`src/alrt_pkg.sv`:
```
// ----------------------------------------------------------------------------
// Audio level range tracker package
// Widths, reset values and register indexes shared by the tracker.
// ----------------------------------------------------------------------------
package alrt_pkg;

   localparam int MAG_W      = 10;
   localparam int HIGH_W     = 11;
   localparam int CSR_IDX_W  = 2;

   typedef logic [MAG_W-1:0]     mag_type;
   typedef logic [HIGH_W-1:0]    high_type;
   typedef logic [CSR_IDX_W-1:0] csr_idx_type;

   localparam csr_idx_type CSR_CENTER_OFFSET = 2'd0;
   localparam csr_idx_type CSR_NOISE_FLOOR   = 2'd1;
   localparam csr_idx_type CSR_MIN_SPAN      = 2'd2;

   localparam mag_type  RST_CENTER_OFFSET = 10'd512;
   localparam mag_type  RST_NOISE_FLOOR   = 10'd10;
   localparam mag_type  RST_MIN_SPAN      = 10'd64;
   localparam mag_type  RST_LEVEL         = 10'd12;
   localparam mag_type  RST_LOW_AVERAGE   = 10'd0;
   localparam high_type RST_HIGH_AVERAGE  = 11'd512;

endpackage

```
`src/audio_level_range_tracker.sv`:
```
// ----------------------------------------------------------------------------
// Audio level range tracker
// Gated sample magnitude, running level and slow averages of the window range.
// ----------------------------------------------------------------------------
// Each accepted sample occupies the block from the cycle of the transfer until
// its result is registered: the block writes the gated magnitude into the
// window RAM, scans the window through the RAM's single read port, then
// finishes the scan, corrects the span and updates the averages. The averaging
// step waits while an earlier result is still stalled. A finished result waits
// in the output register while the next sample is taken. The window starts at
// zero after reset through per-entry valid bits, so no clearing pass is needed.
module audio_level_range_tracker #(
   parameter int WINDOW_DEPTH = 64
) (
   input  logic                  clock,
   input  logic                  reset,
   input  logic                  req_valid,
   output logic                  req_stall,
   input  alrt_pkg::mag_type     req_sample,
   output logic                  rsp_valid,
   input  logic                  rsp_stall,
   output alrt_pkg::mag_type     rsp_level,
   output alrt_pkg::mag_type     rsp_min_average,
   output alrt_pkg::high_type    rsp_max_average,
   input  logic                  csr_write,
   input  alrt_pkg::csr_idx_type csr_index,
   input  alrt_pkg::mag_type     csr_wdata
);
   import alrt_pkg::*;

   localparam int AW = $clog2(WINDOW_DEPTH);
   localparam logic [AW-1:0] LAST_ADDR = AW'(WINDOW_DEPTH - 1);

   localparam logic [2:0] S_IDLE  = 3'd0;
   localparam logic [2:0] S_WRITE = 3'd1;
   localparam logic [2:0] S_SCAN  = 3'd2;
   localparam logic [2:0] S_DRAIN = 3'd3;
   localparam logic [2:0] S_SPAN  = 3'd4;
   localparam logic [2:0] S_OUT   = 3'd5;

   logic [2:0]              state_ff, state_in;
   mag_type                 center_ff, noise_ff, span_ff;
   mag_type                 sample_ff;
   mag_type                 level_ff, level_in;
   mag_type                 low_avg_ff;
   high_type                high_avg_ff;
   logic [AW-1:0]           wr_ptr_ff;
   logic [AW-1:0]           rd_ptr_ff;
   logic [WINDOW_DEPTH-1:0] valid_ff;
   logic                    rd_pend_ff;
   logic                    rd_valid_ff;
   mag_type                 lo_ff;
   high_type                hi_ff;
   logic                    rsp_valid_ff;
   mag_type                 rsp_level_ff, rsp_min_ff;
   high_type                rsp_max_ff;

   mag_type                 abs_diff, mag;
   logic [12:0]             level_sum;
   logic [15:0]             low_sum;
   logic [16:0]             high_sum;
   mag_type                 ram_rd_data, entry;
   logic                    ram_wr_en;
   high_type                hi_fix;
   logic                    out_free;

   alrt_ram #(
      .WIDTH(MAG_W),
      .DEPTH(WINDOW_DEPTH)
   ) u_window (
      .clock  (clock),
      .wr_en  (ram_wr_en),
      .wr_addr(wr_ptr_ff),
      .wr_data(mag),
      .rd_addr(rd_ptr_ff),
      .rd_data(ram_rd_data)
   );

   always_comb begin
      abs_diff  = (sample_ff >= center_ff) ? sample_ff - center_ff : center_ff - sample_ff;
      mag       = (abs_diff > noise_ff) ? abs_diff - noise_ff : '0;
      level_sum = {level_ff, 3'b000} - 13'(level_ff) + 13'(mag);
      level_in  = level_sum[12:3];
      entry     = rd_valid_ff ? ram_rd_data : '0;
      hi_fix    = ((hi_ff - 11'(lo_ff)) < 11'(span_ff)) ? 11'(lo_ff) + 11'(span_ff) : hi_ff;
      low_sum   = {low_avg_ff, 6'b000000} - 16'(low_avg_ff) + 16'(lo_ff);
      high_sum  = {high_avg_ff, 6'b000000} - 17'(high_avg_ff) + 17'(hi_ff);
      out_free  = !rsp_valid_ff || !rsp_stall;
      ram_wr_en = (state_ff == S_WRITE);
   end

   always_comb begin
      state_in = state_ff;
      unique case (state_ff)
         S_IDLE:  if (req_valid) state_in = S_WRITE;
         S_WRITE: state_in = S_SCAN;
         S_SCAN:  if (rd_ptr_ff == LAST_ADDR) state_in = S_DRAIN;
         S_DRAIN: state_in = S_SPAN;
         S_SPAN:  state_in = S_OUT;
         S_OUT:   if (out_free) state_in = S_IDLE;
         default: state_in = S_IDLE;
      endcase
   end

   always_ff @(posedge clock) begin
      if (reset) begin
         state_ff     <= S_IDLE;
         center_ff    <= RST_CENTER_OFFSET;
         noise_ff     <= RST_NOISE_FLOOR;
         span_ff      <= RST_MIN_SPAN;
         level_ff     <= RST_LEVEL;
         low_avg_ff   <= RST_LOW_AVERAGE;
         high_avg_ff  <= RST_HIGH_AVERAGE;
         wr_ptr_ff    <= '0;
         rd_ptr_ff    <= '0;
         valid_ff     <= '0;
         rd_pend_ff   <= 1'b0;
         rsp_valid_ff <= 1'b0;
      end else begin
         state_ff   <= state_in;
         rd_pend_ff <= (state_ff == S_SCAN);
         if (csr_write) begin
            unique case (csr_index)
               CSR_CENTER_OFFSET: center_ff <= csr_wdata;
               CSR_NOISE_FLOOR:   noise_ff  <= csr_wdata;
               CSR_MIN_SPAN:      span_ff   <= csr_wdata;
               default: ;
            endcase
         end
         if (state_ff == S_WRITE) begin
            level_ff           <= level_in;
            valid_ff[wr_ptr_ff] <= 1'b1;
            wr_ptr_ff          <= (wr_ptr_ff == LAST_ADDR) ? '0 : wr_ptr_ff + AW'(1);
            rd_ptr_ff          <= '0;
         end
         if (state_ff == S_SCAN) begin
            rd_ptr_ff <= (rd_ptr_ff == LAST_ADDR) ? '0 : rd_ptr_ff + AW'(1);
         end
         if (rsp_valid_ff && !rsp_stall) begin
            rsp_valid_ff <= 1'b0;
         end
         if (state_ff == S_OUT && out_free) begin
            low_avg_ff   <= low_sum[15:6];
            high_avg_ff  <= high_sum[16:6];
            rsp_valid_ff <= 1'b1;
         end
      end
   end

   always_ff @(posedge clock) begin
      rd_valid_ff <= valid_ff[rd_ptr_ff];
      if (req_valid && !req_stall) begin
         sample_ff <= req_sample;
      end
      if (state_ff == S_WRITE) begin
         lo_ff <= '1;
         hi_ff <= '0;
      end else if (rd_pend_ff) begin
         if (entry < lo_ff) begin
            lo_ff <= entry;
         end
         if (11'(entry) > hi_ff) begin
            hi_ff <= 11'(entry);
         end
      end else if (state_ff == S_SPAN) begin
         hi_ff <= hi_fix;
      end
      if (state_ff == S_OUT && out_free) begin
         rsp_level_ff <= level_ff;
         rsp_min_ff   <= low_sum[15:6];
         rsp_max_ff   <= high_sum[16:6];
      end
   end

   assign req_stall       = (state_ff != S_IDLE);
   assign rsp_valid       = rsp_valid_ff;
   assign rsp_level       = rsp_level_ff;
   assign rsp_min_average = rsp_min_ff;
   assign rsp_max_average = rsp_max_ff;

   // An accepted transfer always starts the window write in the next cycle.
   a_accept_write: assert property (@(posedge clock) disable iff (reset)
      (req_valid && !req_stall) |=> (state_ff == S_WRITE))
      else $error("accepted transfer did not start a window write");

   // A new result only appears after the averaging step.
   a_result_source: assert property (@(posedge clock) disable iff (reset)
      $rose(rsp_valid_ff) |-> ($past(state_ff) == S_OUT))
      else $error("result raised outside the averaging step");

   // The finished scan always leaves the minimum at or below the maximum.
   a_scan_order: assert property (@(posedge clock) disable iff (reset)
      (state_ff == S_SPAN) |-> (11'(lo_ff) <= hi_ff))
      else $error("window scan left minimum above maximum");

   // The scan issues its last read just before the drain step.
   a_scan_end: assert property (@(posedge clock) disable iff (reset)
      (state_ff == S_DRAIN) |-> ($past(rd_ptr_ff) == LAST_ADDR))
      else $error("window scan ended early");

   // The slow maximum average cannot reach the top of its range.
   a_high_range: assert property (@(posedge clock) disable iff (reset)
      (state_ff == S_OUT) |-> (high_avg_ff != '1))
      else $error("maximum average out of range");

endmodule

```
`src/alrt_ram.sv`:
```
// ----------------------------------------------------------------------------
// Generic RAM
// One write port and one read port with a registered read.
// ----------------------------------------------------------------------------
module alrt_ram #(
   parameter int WIDTH = 10,
   parameter int DEPTH = 64
) (
   input  logic                     clock,
   input  logic                     wr_en,
   input  logic [$clog2(DEPTH)-1:0] wr_addr,
   input  logic [WIDTH-1:0]         wr_data,
   input  logic [$clog2(DEPTH)-1:0] rd_addr,
   output logic [WIDTH-1:0]         rd_data
);

   logic [WIDTH-1:0] mem [DEPTH];
   logic [WIDTH-1:0] rd_data_ff;

   always_ff @(posedge clock) begin
      if (wr_en) begin
         mem[wr_addr] <= wr_data;
      end
      rd_data_ff <= mem[rd_addr];
   end

   assign rd_data = rd_data_ff;

endmodule
```
`config.mk`:
```
export PLATFORM = sky130hd
export DESIGN_NAME = audio_level_range_tracker
export DESIGN_NICKNAME = d
export VERILOG_FILES = /design/src/alrt_pkg.sv /design/src/audio_level_range_tracker.sv /design/src/alrt_ram.sv
export SDC_FILE = /design/constraint.sdc
export NUM_CORES = 1
export LEC_CHECK = 0
export ABC_CLOCK_PERIOD_IN_PS = 8820
export BUFFER_PORTS_ARGS = -buffer_cell sky130_fd_sc_hd__buf_2
export CAP_MARGIN = 20
export CORE_MARGIN = 8
export CORE_UTILIZATION = 35
export CTS_BUF_LIST = sky130_fd_sc_hd__clkbuf_8
export DETAILED_ROUTE_END_ITERATION = 7
export HOLD_SLACK_MARGIN = 0.02
export SETUP_SLACK_MARGIN = 0.4
export SLEW_MARGIN = 10
export SYNTH_ARGS = -nofsm -noshare
export SYNTH_HDL_FRONTEND = slang
export SYNTH_SLANG_ARGS = --single-unit
```
`constraint.sdc`:
```
create_clock -name clock -period 8.82 [get_ports clock]
set_clock_uncertainty 0.05 [all_clocks]
set_input_delay 0.441 -clock clock [delete_from_list [all_inputs] [get_ports clock]]
set_output_delay 0.441 -clock clock [all_outputs]
set_load 0.02 [all_outputs]
```
**Word-level counts from Yosys, hierarchy flattened**

Memory sizes are Yosys's and may differ from the RTL's. A register that Yosys moved wholly into a read port is not among the register bits.
Index checks and enable logic that the tools add are counted.

- $add $sub $neg: 13
- Multipliers: 0
- Divide/modulo/power cells: 0
- Order comparisons: 8
- Equal/unequal tests: 13
- Shift-type cells: 0
- Multiplexer cells: 23
- Bitwise operators: 1
- Reduce and logical (&&, ||, !) cells: 21

Operators with widths:

| cell | count |
|---|---|
| $or 64x64->64 | 1 |
| $mux 11 | 4 |
| $mux 10 | 3 |
| $sub 10x10->10 | 3 |
| $mux 6 | 4 |
| $pmux 3 s6 | 1 |
| $add 17x11->17 | 1 |
| $sub 17x11->17 | 1 |
| $add 16x10->16 | 1 |
| $sub 16x10->16 | 1 |
| $lt 6x7->1 const B | 2 |
| $add 13x10->13 | 1 |
| $sub 13x10->13 | 1 |
| $add 6x1->6 const B | 2 |
| $eq 6x6->1 const B | 2 |
| $add 10x10->11 | 1 |
| $gt 10x11->1 | 1 |
| $lt 11x10->1 | 1 |
| $sub 11x10->11 | 1 |
| $ge 10x10->1 | 1 |
| $gt 10x10->1 | 1 |
| $lt 10x10->1 | 1 |
| $mux 3 | 3 |
| $reduce_and 2->1 | 4 |
| other kinds (19) | 37 |

- Flip-flop bits (word level): 205
- Bits in latches: 0
- Bits in writable memories: 640
- Bits in read-only memories: 0
- Input port bits: 27
- Output and inout port bits: 33
- Word-level logic and storage cells: 99
- Memories: 1

Memories:

| memory | depth | width | read ports | clocked after memory_dff | write ports | RTL line | text |
|---|---|---|---|---|---|---|---|
| u_window.mem | 64 | 10 | 1 | 1 | 1 | alrt_ram.sv:17 | `logic [WIDTH-1:0] mem [DEPTH];` |

**Depth between registers and ports, before layout**

- Word-level depth: 5
- Gate-level depth with buffers: 31
- Depth with buffers taken out: 30

**Hierarchy**

Synthesis repeated with hierarchy kept, for this count alone.

- Cell total of the unflattened synthesis: 2557
- Area total of the unflattened synthesis: 37860.1 µm²

By module, submodules not included:

| module | times used | cells each | area each (µm²) | seq. area each (µm²) |
|---|---|---|---|---|
| alrt_ram | 1 | 1118 | 25101.6 | 19418.6 |
| audio_level_range_tracker | 1 | 1439 | 12758.5 | 4514.3 |

**Worst setup path before layout**

Ideal clock, no wire load.

- Path type: register to register
- Start: register sample_ff[4]
- End: register level_ff[9]
- Library setup time: 0.121 ns
- Arrival: 8.341 ns
- Data required time: 8.649 ns
- Setup slack: 0.308 ns
- Cell stages (with the launch flop): 27
- Path buffers: 2
- Period minus slack after synthesis: 8.512 ns
- Cells stage by stage: edfxtp_1 > ha_1 > buf_2 > and3_1 > o2bb2ai_1 > o221ai_1 > a21boi_1 > buf_2 > mux2i_1 > xnor2_1 > ha_1 > nor2b_1 > o31a_1 > o31ai_1 > a21oi_1 > inv_1 > nor3_1 > ha_1 > ha_1 > a211oi_1 > o21ai_0 > o21ai_0 > a21o_1 > o21ai_0 > a31oi_1 > mux2i_1 > mux2_2

- Word-level cells in the longest chain between the ends: 5
- Elaborated cells on any way between the ends: 8
- Those cells by class: add/sub (4); order compare (2); mux (2)

Ends and longest elaborated chain:

| item | RTL line | text |
|---|---|---|
| from (decl) | audio_level_range_tracker.sv:43 | `mag_type sample_ff;` |
| from (signal assigned) | audio_level_range_tracker.sv:153 | `sample_ff <= req_sample;` |
| $ge 10x10->1 / $sub 10x10->10 (equally long branches) | audio_level_range_tracker.sv:80 | `abs_diff = (sample_ff >= center_ff) ? sample_ff - center_ff : center_ff - sample_ff;` |
| $mux 10 * | audio_level_range_tracker.sv:80 |  |
| $sub 10x10->10 / $gt 10x10->1 (equally long branches) | audio_level_range_tracker.sv:81 | `mag = (abs_diff > noise_ff) ? abs_diff - noise_ff : '0;` |
| $mux 10 * | audio_level_range_tracker.sv:81 |  |
| net mag[2] | audio_level_range_tracker.sv:58 | `mag_type abs_diff, mag;` |
| $add 13x10->13 * | audio_level_range_tracker.sv:82 | `level_sum = {level_ff, 3'b000} - 13'(level_ff) + 13'(mag);` |
| to (signal assigned) | audio_level_range_tracker.sv:131 | `level_ff <= level_in;` |
| to (decl) | audio_level_range_tracker.sv:44 | `mag_type level_ff, level_in;` |

The timed path passes the listed nets; every way through them passes the cells marked *.
A chain may end at the register's enable or synchronous reset.

**Worst setup path in the final report**

- Start: register sample_ff[4]
- End: register level_ff[9]

- Word-level cells in the longest chain between the ends: 5
- Elaborated cells on any way between the ends: 8
- Those cells by class: add/sub (4); order compare (2); mux (2)

Ends and longest elaborated chain:

| item | RTL line |
|---|---|
| $sub 10x10->10 / $ge 10x10->1 (equally long branches) | audio_level_range_tracker.sv:80 |
| $mux 10 * | audio_level_range_tracker.sv:80 |
| $sub 10x10->10 / $gt 10x10->1 (equally long branches) | audio_level_range_tracker.sv:81 |
| $mux 10 * | audio_level_range_tracker.sv:81 |
| net mag[7] | audio_level_range_tracker.sv:58 |
| $add 13x10->13 * | audio_level_range_tracker.sv:82 |

Marked as above.

==> results_dict.tcl <==
set metrics [dict create \
    gr-total-overflow 0 \
    clkSinkCount 855 \
    powerDensity_nw_per_um2 282 \
    fin_ws_ns 1.51 \
    core-area_sq_um 105000 \
    yosys_most_used_dff "edfxtp_1" \
    drt-pass1-iter-count 6 \
    dieArea_sq_um 117000 \
    grt_pass1_vias 21900 \
    grt_pass1_wl_microns 137000 \
    antenna_left 0 \
    yosysSeqAreaShare 0.644 \
    rsz0062_at_grt "no" \
    drt_iter0_drc 1990 \
    fillers 9547 \
    cp_max_fo 12 \
    synth_warnings 0 \
    vias 21200 \
    multiInputGateArea_sq_um 12300 \
    period_minus_slack_ns 7.31 \
    synth_nets 2523 \
    worstSetupPathType "flop to flop" \
    dpl_cell_area_sq_um 39400 \
    synth_top_area_share 0.550 \
    critPathBufInv 2 \
    drc_errors 0 \
    io_buffers 59 \
    regArea_sq_um 23900 \
    hold_path_class "primary input to flop" \
    syn_inst 2347 \
    p_sw_frac 0.321 \
    gp_congestion 0.887 \
    final_max_slew_viol_count 0 \
    worst_pin_slew_ns 1.07 \
    cp.required_ns 9.42 \
    antenna_found_initial 1 \
    syn_avg_cell_area_sq_um 15.8 \
    netlist_top_cells_area "edfxtp_1 (55%), mux4_2 (14%), dfxtp_1 (9.4%)" \
    finalHoldViolations 0 \
    p_int_uw 8130 \
    cp_slowest_cell "o31ai_1" \
    clk_latency_ns 0.80 \
    ir_worst_vdd_v 0.000293 \
    num_io_pins 60 \
    fp.dieH_microns 342 \
    cp.arrival_ns 7.92 \
    clk_path_buf_depth 3 \
    dp_hpwl_microns 57500 \
    finalCritPeriodShare 0.829 \
    cts_tree "done" \
    place_ws_ns 1.66 \
    clkPwrFrac 0.284 \
    combPwrFrac 0.269 \
    root_buffer "clkbuf_8" \
    synth_edf_count 681 \
    num_rows 119 \
    drt-vias-per-instance 5.22 \
    fmax_mhz 137 \
    async_flop_share 0 \
    finalInstanceArea_sq_um 42500 \
    synthToLayoutAreaGrowth_pct 14.4 \
    numCtsBuffers 141 \
    post_cts_resized 0 \
    grt_max_degree 155 \
    syn_area_sq_um 37200 \
    initial_utilization 0.353 \
    grtUsageTotal 0.152 \
    num_antenna_cells 0 \
    max_cap_violations 0 \
    clk_pin_slew_worst_paths_ns 0.06 \
    p_sw_uw 3850 \
    die_x_microns 342 \
    end_kind "flop" \
    yosys.area.top_type "edfxtp_1" \
    relSlewSlack 0.287 \
    synth_cell_types 64 \
    status "finished, final reports clean" \
    wirelength_microns 90100 \
    drive_gt1_frac 0.225 \
    wl_per_cell_microns 22.2 \
    p_seq_frac 0.447 \
    cp-start-kind "flop" \
    leakagePower_uw 0.0148 \
    setup_viol 0 \
    synth_seq_cells 855 \
    critPathMaxStageDelay_ns 0.52 \
    critical_path.top_delay_family "compound AO/OA/AOI/OAI gates" \
    layout.nets 2729 \
    setup_tns_ns 0 \
    htree_levels 4 \
]
-- repair_timing --
item / CTS / global route
endpoints found under the hold margin: 45 / 0
hold buffers: 22 / 0
buffers inserted: 0 / 0
-- final timing paths --
| check | start | end | slack, ns | depth (start not counted) |
|---|---|---|---|---|
| min | csr_index[1] | center_ff[9] | 0.20 | 4 |
| max | sample_ff[4] | level_ff[9] | 1.51 | 25 |
| min reg2reg | low_avg_ff[3] | low_avg_ff[3] | 0.41 | 2 |
| max reg2reg | sample_ff[4] | level_ff[9] | 1.51 | 25 |
-- Yosys cell counts, types with 5 or more instances --
library cell / n
edfxtp_1: 681
mux4_2: 231
dfxtp_1: 174
nor2_1: 169
inv_1: 154
ha_1: 128
nand2_1: 108
a21oi_1: 83
o21a_1: 69
clkbuf_1: 60
o21ai_0: 57
mux2i_1: 37
nor3_1: 35
xnor2_1: 32
nand3_1: 30
a21o_1: 23
buf_1: 21
fa_1: 21
xor2_1: 19
nor2b_1: 17
and2_1: 15
or3_1: 14
and3_1: 12
buf_4: 11
nand2b_1: 10
nand3b_1: 10
a211oi_1: 9
a31oi_1: 9
or2_2: 8
nand4_1: 7
o211a_1: 7
o211ai_1: 7
o21bai_1: 7
a21boi_0: 6
a311oi_1: 6
buf_2: 6
a31o_2: 5
-- area by class of cell --
class,instances,share of cell area
Tap cell,1391,0.0409
Clock inverter,96,0.0135
Inverter,156,0.0138
Multi-Input combinational cell,1236,0.289
Timing Repair Buffer,163,0.0291
Sequential cell,855,0.563
Clock buffer,159,0.0514
-- sequential cells by signal, summed over array words and instances, names as in the netlist --
| name | count |
|---|---|
| sample_ff | 10 |
| rsp_min_average | 10 |
| u_window.mem | 640 |
| noise_ff | 10 |
| rsp_level | 10 |
| u_window.rd_data | 10 |
| state_ff | 3 |
| rd_valid_ff | 1 |
| high_avg_ff | 11 |
| center_ff | 10 |
| hi_ff | 11 |
| span_ff | 10 |
| lo_ff | 10 |
| level_ff | 10 |
| valid_ff | 64 |
| wr_ptr_ff | 6 |
| rsp_max_average | 11 |
| rd_pend_ff | 1 |
| rsp_valid | 1 |
| rd_ptr_ff | 6 |
| low_avg_ff | 10 |
-- cell families (layout without fill, tap and decap cells) --
kind of cell	after synthesis	in the layout	synth area share
fa+ha+maj	149	149	0.0544
compound gates	318	318	0.0563
xor+xnor	51	51	0.0120
flops	855	855	0.644
buf+inv	256	574	0.0276
mux	272	272	0.151
simple gates	446	446	0.0550
-- worst min-delay path, delay by kind of cell --
family	cells	cell delay (ns)
compound gates	1	0.19
simple gates	1	0.05
buf+inv	2	0.30
-- power groups by stage --
| stage | clock network [uW] | logic, uW | registers (uW) |
|---|---|---|---|
| 2_1_floorplan | 0 | 2160 | 5390 |
| 4_1_cts | 3490 | 3230 | 5360 |
| 5_1_grt | 3660 | 3570 | 5370 |
| 6_report | 3400 | 3230 | 5350 |
| 3_3_place_gp | 0 | 3040 | 5430 |
| 3_5_place_dp | 0 | 3210 | 5440 |
-- cells in the final DEF, fill, tap and decap left out, drive strengths merged, types with 19 or more instances in the layout --
master         n
clkinv        31
o21a          69
xnor2         32
a21o          23
mux2i         37
nor2         169
nand2        108
xor2          19
dfxtp        174
a21oi         83
ha           128
inv          211
fa            21
mux4         231
buf          141
nand3         30
clkbuf       159
edfxtp       681
nor3          35
dlygate4sd3   22
o21ai         58
-- per-stage QoR --
| stage | power (uW) | instances | hold WS (ns) | util |
|---|---|---|---|---|
| after floorplan | 7550 | 2347 | 0.358 | - |
| after global placement | 8470 | 3740 | 0.391 | 0.372 |
| after detailed placement | 8650 | 3763 | 0.400 | 0.374 |
| after CTS | 12100 | 4040 | 0.131 | 0.403 |
| after global routing | 12600 | 4056 | 0.197 | 0.404 |
| final | 12000 | 4056 | 0.204 | 0.404 |
-- metal layers --
metal	track usage	wire length, microns	vias up
met5	0	13	-
met4	0.0490	1940	2
li1	-	-	9440
met3	0.0269	5310	155
met1	0.211	40200	10900
met2	0.244	42700	689
(Power assumes the default switching activity.)
